$ cat src/sv/rtbf_pkg.sv
package rtbf_pkg;

    localparam int VAL_W = 17;
    localparam logic [VAL_W-1:0] ONE_Q16 = 17'd65536;

    localparam int TRACK_LENGTH = 32;
    localparam int TOP_SPEED    = 3;
    localparam int AUDIO_START  = 5;

    // register indexes on the apb port
    localparam logic [1:0] REG_CHANGE = 2'd0;
    localparam logic [1:0] REG_TRAIN  = 2'd1;
    localparam logic [1:0] REG_WHEEL  = 2'd2;
    localparam logic [1:0] REG_AUDIO  = 2'd3;

    localparam logic [6:0]       RST_CHANGE = 7'd10;
    localparam logic [5:0]       RST_TRAIN  = 6'd8;
    localparam logic [VAL_W-1:0] RST_WHEEL  = 17'd45875;
    localparam logic [VAL_W-1:0] RST_AUDIO  = 17'd26214;
    localparam logic [6:0]       PCT_MAX    = 7'd100;

    // sensor pass / move selector
    localparam logic [1:0] SEL_WHEEL = 2'd0;
    localparam logic [1:0] SEL_AUDIO = 2'd1;
    localparam logic [1:0] SEL_MOVE  = 2'd2;

    // move contributions gathered into one destination cell
    localparam logic [1:0] TERM_STAY = 2'd0;
    localparam logic [1:0] TERM_UP   = 2'd1;
    localparam logic [1:0] TERM_DOWN = 2'd2;

    // floor(y/25) = (y*M)>>26, low by at most one for y < 2**21
    localparam logic [21:0] DIV25_M  = 22'd2684354;
    localparam int          DIV25_SH = 26;

    typedef struct packed {
        logic       cnt_clr;
        logic       cnt_step;
        logic       acc_clr;
        logic       sum_clr;
        logic       sum_acc;
        logic       init_wr;
        logic       capture;
        logic       sc_start;
        logic       sc_wr;
        logic       mv_rd;
        logic       mv_mul;
        logic       mv_div;
        logic       mv_acc;
        logic       mv_wr;
        logic       flip;
        logic       out_acc;
        logic [1:0] term;
        logic [1:0] sel;
    } rtbf_cmd_t;

    typedef struct packed {
        logic cell_last;
        logic k_last;
        logic p_last;
        logic div_busy;
        logic wheel;
        logic audio;
    } rtbf_sts_t;

endpackage

$ cat src/sv/rtbf_ctrl.sv
module rtbf_ctrl import rtbf_pkg::*; (
    input  logic      aclk,
    input  logic      aresetn,
    input  logic      s_valid,
    output logic      s_ready,
    output logic      m_valid,
    input  logic      m_ready,
    input  rtbf_sts_t sts,
    output rtbf_cmd_t cmd
);

    localparam logic [4:0] ST_INIT     = 5'd0;
    localparam logic [4:0] ST_IDLE     = 5'd1;
    localparam logic [4:0] ST_PICK     = 5'd2;
    localparam logic [4:0] ST_SUM_RD   = 5'd3;
    localparam logic [4:0] ST_SUM_ACC  = 5'd4;
    localparam logic [4:0] ST_SC_RD    = 5'd5;
    localparam logic [4:0] ST_SC_START = 5'd6;
    localparam logic [4:0] ST_SC_WAIT  = 5'd7;
    localparam logic [4:0] ST_SC_WR    = 5'd8;
    localparam logic [4:0] ST_MV_RD    = 5'd9;
    localparam logic [4:0] ST_MV_MUL   = 5'd10;
    localparam logic [4:0] ST_MV_DIV   = 5'd11;
    localparam logic [4:0] ST_MV_ACC   = 5'd12;
    localparam logic [4:0] ST_MV_WR    = 5'd13;
    localparam logic [4:0] ST_OUT_RD   = 5'd14;
    localparam logic [4:0] ST_OUT_ACC  = 5'd15;
    localparam logic [4:0] ST_OUT_SEND = 5'd16;

    logic [4:0] state_reg, state_next;
    logic [1:0] sel_reg, sel_next;
    logic [1:0] term_reg, term_next;

    always_comb begin
        state_next = state_reg;
        sel_next   = sel_reg;
        term_next  = term_reg;
        cmd        = '0;
        s_ready    = 1'b0;
        m_valid    = 1'b0;
        unique case (state_reg)
            ST_INIT: begin
                cmd.init_wr  = 1'b1;
                cmd.cnt_step = 1'b1;
                if (sts.cell_last) begin
                    cmd.cnt_clr = 1'b1;
                    state_next  = ST_IDLE;
                end
            end
            ST_IDLE: begin
                s_ready = 1'b1;
                if (s_valid) begin
                    cmd.capture = 1'b1;
                    sel_next    = SEL_WHEEL;
                    state_next  = ST_PICK;
                end
            end
            ST_PICK: begin
                cmd.cnt_clr = 1'b1;
                cmd.sum_clr = 1'b1;
                cmd.acc_clr = 1'b1;
                term_next   = TERM_STAY;
                if (sel_reg == SEL_WHEEL) begin
                    if (sts.wheel) state_next = ST_SUM_RD;
                    else sel_next = SEL_AUDIO;
                end else if (sel_reg == SEL_AUDIO) begin
                    if (sts.audio) state_next = ST_SUM_RD;
                    else sel_next = SEL_MOVE;
                end else begin
                    state_next = ST_MV_RD;
                end
            end
            ST_SUM_RD: state_next = ST_SUM_ACC;
            ST_SUM_ACC: begin
                cmd.sum_acc = 1'b1;
                if (sts.cell_last) begin
                    cmd.cnt_clr = 1'b1;
                end else begin
                    cmd.cnt_step = 1'b1;
                end
                state_next = sts.cell_last ? ST_SC_RD : ST_SUM_RD;
            end
            ST_SC_RD: state_next = ST_SC_START;
            ST_SC_START: begin
                cmd.sc_start = 1'b1;
                state_next   = ST_SC_WAIT;
            end
            ST_SC_WAIT: begin
                if (!sts.div_busy) state_next = ST_SC_WR;
            end
            ST_SC_WR: begin
                cmd.sc_wr = 1'b1;
                if (sts.cell_last) begin
                    sel_next   = sel_reg + 2'd1;
                    state_next = ST_PICK;
                end else begin
                    cmd.cnt_step = 1'b1;
                    state_next   = ST_SC_RD;
                end
            end
            ST_MV_RD: begin
                cmd.mv_rd  = 1'b1;
                state_next = ST_MV_MUL;
            end
            ST_MV_MUL: begin
                cmd.mv_mul = 1'b1;
                state_next = ST_MV_DIV;
            end
            ST_MV_DIV: begin
                cmd.mv_div = 1'b1;
                state_next = ST_MV_ACC;
            end
            ST_MV_ACC: begin
                cmd.mv_acc = 1'b1;
                if (term_reg == TERM_DOWN) begin
                    state_next = ST_MV_WR;
                end else begin
                    term_next  = term_reg + 2'd1;
                    state_next = ST_MV_RD;
                end
            end
            ST_MV_WR: begin
                cmd.mv_wr   = 1'b1;
                cmd.acc_clr = 1'b1;
                term_next   = TERM_STAY;
                if (sts.cell_last) begin
                    cmd.flip    = 1'b1;
                    cmd.cnt_clr = 1'b1;
                    state_next  = ST_OUT_RD;
                end else begin
                    cmd.cnt_step = 1'b1;
                    state_next   = ST_MV_RD;
                end
            end
            ST_OUT_RD: state_next = ST_OUT_ACC;
            ST_OUT_ACC: begin
                cmd.out_acc = 1'b1;
                if (sts.k_last) begin
                    state_next = ST_OUT_SEND;
                end else begin
                    cmd.cnt_step = 1'b1;
                    state_next   = ST_OUT_RD;
                end
            end
            ST_OUT_SEND: begin
                m_valid = 1'b1;
                if (m_ready) begin
                    cmd.acc_clr = 1'b1;
                    if (sts.p_last) begin
                        cmd.cnt_clr = 1'b1;
                        state_next  = ST_IDLE;
                    end else begin
                        cmd.cnt_step = 1'b1;
                        state_next   = ST_OUT_RD;
                    end
                end
            end
            default: state_next = ST_IDLE;
        endcase
        cmd.term = term_reg;
        cmd.sel  = sel_reg;
    end

    always_ff @(posedge aclk) begin
        if (!aresetn) begin
            state_reg <= ST_INIT;
            sel_reg   <= SEL_WHEEL;
            term_reg  <= TERM_STAY;
        end else begin
            state_reg <= state_next;
            sel_reg   <= sel_next;
            term_reg  <= term_next;
        end
    end

endmodule

$ cat config.mk
export PLATFORM = sky130hd
export DESIGN_NAME = rtbf_ctrl
export DESIGN_NICKNAME = d
export VERILOG_FILES = /design/src/sv/rtbf_pkg.sv /design/src/sv/rtbf_ctrl.sv
export SDC_FILE = /design/constraint.sdc
export NUM_CORES = 1
export LEC_CHECK = 0
export BUFFER_PORTS_ARGS = -buffer_cell sky130_fd_sc_hd__buf_4
export CORE_AREA = 2 2 44 77
export CTS_BUF_LIST = sky130_fd_sc_hd__clkbuf_8
export DETAILED_ROUTE_END_ITERATION = 7
export DIE_AREA = 0 0 46 79
export SKIP_CTS_REPAIR_TIMING = 1
export SYNTH_ARGS = -nofsm -noshare
export SYNTH_HDL_FRONTEND = slang
export SYNTH_SLANG_ARGS = --single-unit
$ cat constraint.sdc
create_clock -name aclk -period 1.95 [get_ports aclk]
set_input_delay 0.585 -clock aclk [delete_from_list [all_inputs] [get_ports aclk]]
set_output_delay 0.585 -clock aclk [all_outputs]
set_load 0.02 [all_outputs]
Word level (Yosys, flattened, before mapping)
Cells that the tools add are included.

word-level totals
  register bits after elaboration = 9
  input port bits = 10
  output and inout bits = 22
  logic and storage cells = 92

operators by class
  add/sub/neg operators = 2
  eq/ne operators = 29
  mux-type cells = 48
  reductions and logical operators = 10

operators with widths
  kind                 number
  $pmux 5 s17          1
  $mux 5               9
  $eq 5x4->1 const B   8
  $eq 5x3->1 const B   4
  $mux 1               19
  $mux 2               8
  $mux 3               5
  $ne 2x2->1 const B   6
  $ne 3x3->1 const B   4
  $reduce_and 6->1     2
  $eq 5x2->1 const B   2
  $pmux 2 s3           1
  $reduce_or 3->1      2
  $eq 5x1->1 const B   1
  $eq 5x5->1 const B   1
  $logic_not 5->1      1
  $add 2x1->2 const B  2
  $mux 4               1
  $ne 4x4->1 const B   1
  $pmux 1 s4           1
  $pmux 2 s2           1
  $pmux 1 s3           1
  $reduce_bool 3->1    1
  $eq 2x1->1 const B   1
  other kinds (6)      6

Longest topological paths before layout
  word-level depth = 4
  depth in mapped cells = 7
  mapped depth without buffers = 7

Least setup slack after synthesis
Ideal clock, no wire load.

  path type = reg2out
  from = register state_reg[0]
  to = output cmd[18] (netlist name)
  arrival = 1.667 ns
  setup slack = -0.302 ns
  cell stages (with the launch flop) = 5
  buffers on the path = 1
  cell sequence = dfxtp_1 clkbuf_1 or3_1 nor3_1 nand4b_1

RTL lines
  what                      RTL line          RTL
  start: declaration        rtbf_ctrl.sv:30   logic [4:0] state_reg, state_next;
  start signal: assignment  rtbf_ctrl.sv:170  state_reg <= state_next;
  end: declaration          rtbf_ctrl.sv:9    output rtbf_cmd_t cmd

==> summary.txt <==
Logic synthesis
  • Async SR Flop Fraction: 0%
  • Most common cell in the synthesized netlist: inv_1
  • #FFs+latches synth: 9
  • Syn_area_per_cell: 6.793 um2
  • EDFF count, synth: 0
  • List of most frequent post-synthesis cells: inv_1 (17), nor2_1 (15), nand2_1 (10), nor3_1 (10), dfxtp_1 (9)
  • Synth Warn #: 0
  • Top post-synthesis cells by area: dfxtp_1 (18%), inv_1 (6.3%), nor2_1 (5.6%)
  • Cell taking the most area after synthesis: dfxtp_1
  • Sequential share of the synthesized area: 17.80%
  • Post-Syn Instances: 149
  • Yosys top cell area share: 17.80%
  • Syn nets: 162
  • Synth cell types: 45
  • Post-Syn Area: 1012 um2
  • Main flop type after synthesis: dfxtp_1

Clock network
  • Clk buf depth: 2
  • CTS clk-pin slew, worst paths: 0.05 ns
  • CTS Sinks: 9
  • Num CTS Buffers: 3
  • Clk Latency, worst-skew pair: 0.24 ns
  • H-tree depth: 1
  • CTS tree: built
  • Clock Root Buffer: clkbuf_8

Timing
  • Min Clock Period, post-route: 2.130 ns
  • Final slew viol count: 0
  • Achievable Freq: 469.5 MHz
  • TNS Setup: -0.9280 ns
  • Endpoints failing setup: 14
  • Hold WS: 0.5289 ns
  • Final worst slack: -0.1798 ns
  • Final period util: 109.2%
  • Worst-Margin Slew: 0.4726 ns
  • Final Hold Violating Endpoints: 0
  • Clock skew: 0.003016 ns
  • RSZ-0062 raised after global routing: true
  • Slew HR: 68.05%

Min path
  • Hold Path Class: flop to flop
  • Hold_sp: sel_reg[0]
  • Hold EP: sel_reg[0]
  • Hold depth: 2

Pwr
  • P_sw: 0.3150 mW
  • Clock power frac: 24.8%
  • Pleak: 0.9152 nW
  • Logic pwr share: 50.9%
  • Cell Pwr Density: 453.0 nW/um2
  • Tot Pwr: 0.8807 mW
  • Sw Ratio: 35.77%
  • Power share of the sequential group: 24.3%
  • Peak VDD IR: 381.8 uV
  • Internal power: 0.5657 mW

Setup path
  • CP Max Fanout: 4
  • Crit-path leading delay family: simple AND/OR/NAND/NOR gates
  • R2R Setup Slk: 0.03 ns
  • Crit end category: output pin
  • FF-to-FF path depth: 9
  • RR Endpoint: sel_reg[0]
  • Slowest cell on crit path: dfxtp_4
  • Worst setup SP type: flop
  • CP Class: flop to output pin
  • Reg-to-Reg Start: state_reg[3]
  • Required @ worst endpoint: 1.36 ns
  • Buf+Inv Stages, Crit Path: 2
  • Crit path largest cell delay: 0.35 ns
  • Critical Path, Cell by Cell: buf_6, or3_4, nor3_4, nand4b_1, buf_4
  • CP arrival: 1.54 ns

Route
  • 1st-iter DRT viols: 50
  • DR vias: 1471
  • DR DRC count: 0
  • Routed length on met3: 137 um
  • Vias per cell: 5.724
  • Metal2 WL: 2.405 mm
  • Top sig layer: met4
  • Drt pass-1 iters: 4
  • Antenna-violating nets left: 0
  • WL final: 4.285 mm
  • DR WL/cell: 16.67 um
  • Met1 Wirelength: 1.512 mm

Die
  • Initial Util: 33.29%
  • Die H: 79 um
  • Die area: 3634 um2
  • Boundary pin count: 32
  • Core area: 3040 um2
  • Die width: 46 um
  • Num rows: 27

Run
  • Max-cap violations: 0

Final layout
  • Share of layout cells above drive strength 1: 56.58%
  • Diodes inserted: 0
  • Nets: 242
  • P&R area growth vs syn: 92.09%
  • Layout Cells excl Fill: 257
  • Max FFs per register: 5

Place
  • DP Wirelength: 3.223 mm
  • Count of buffers from port buffering: 31
  • RD Place Congestion: 0.9407
  • Placed cells: 246

GRT
  • Congestion Overflow GR: 0
  • Antenna violations before repair: 0
  • Pin count of the biggest net entering global routing: 15
  • Vias in the first global route: 1470
  • First-pass GRT wire length: 6.375 mm
  • All-layer global routing usage: 23.38%

Run status
  • Status: finished with violations
  • Failing checks: negative setup slack
## stage by stage
step	instance area (um2)	worst slack [ns]	utilization, %
3_3_place_gp	1625	-0.1155	53.46
2_1_floorplan	1047	-0.1114	-
5_1_grt	1944	-0.2241	63.95
3_5_place_dp	1625	-0.1158	53.46
4_1_cts	1670	-0.3650	54.94
6_report	1944	-0.1798	63.95
## logic make-up after synthesis
kind of cell	synth area share, %
simple gates	39.80
compound gates	25.96
buf+inv	10.14
flops	17.80
xor+xnor	2.596
fa+ha+maj	3.709
## power by group through the flow
| stage | Combinational (mW) | Sequential, mW | Clock (mW) |
|---|---|---|---|
| finish | 0.448 | 0.214 | 0.219 |
| detailed placement | 0.374 | 0.217 | 0 |
| global route | 0.479 | 0.214 | 0.236 |
| floorplan | 0.186 | 0.215 | 0 |
| global placement | 0.365 | 0.217 | 0 |
| CTS | 0.376 | 0.213 | 0.230 |
## final cells by class
type	instances	area, um2
Fill cell	251	1096
Clock buffer	3	41.29
Inverter	17	66.31
Timing Repair Buffer	85	701.9
Clock inverter	1	3.754
Tap cell	29	36.28
Sequential cell	9	197.7
Multi-Input combinational cell	113	897.1
## layer usage
metal / vias up / track usage (%)
li1: 698 / -
met2: 55 / 41.11
met4: 0 / 15.43
met5: - / 0
met3: 22 / 2.273
met1: 696 / 24.20
## worst max-delay path by stage
stage | slack [ns] | cells past startpoint | start | endpoint
after CTS | -0.37 | 5 | state_reg[1] | cmd[17]
after detailed placement | -0.12 | 4 | sts[4] | cmd[18]
after global placement | -0.12 | 4 | sts[4] | cmd[18]
after global routing | -0.22 | 5 | state_reg[4] | cmd[7]
after floorplan | -0.11 | 4 | state_reg[0] | cmd[18]
final | -0.18 | 5 | state_reg[3] | cmd[18]
## cells in the final DEF, fill, tap and decap left out, types with 3 or more instances in the layout
master / n
nand2b_1: 4
inv_1: 13
nand3_1: 3
nand2_1: 6
a22oi_1: 4
o211ai_1: 4
buf_4: 68
o21ai_0: 5
nand2_4: 3
a211oi_1: 3
dfxtp_4: 4
a21oi_1: 4
or4_1: 3
nor2_1: 12
buf_6: 17
inv_2: 4
nor2b_1: 3
nor3_2: 3
clkbuf_8: 3
nor3_1: 5
or3_4: 3
dfxtp_1: 3
nor2_4: 3
## tightest hold or removal path: stages (launching register included)
cell      delay, ns
dfxtp_2        0.33
nor2_1         0.10
a211oi_1       0.05
Note: power is estimated with default switching activity, not from simulation.
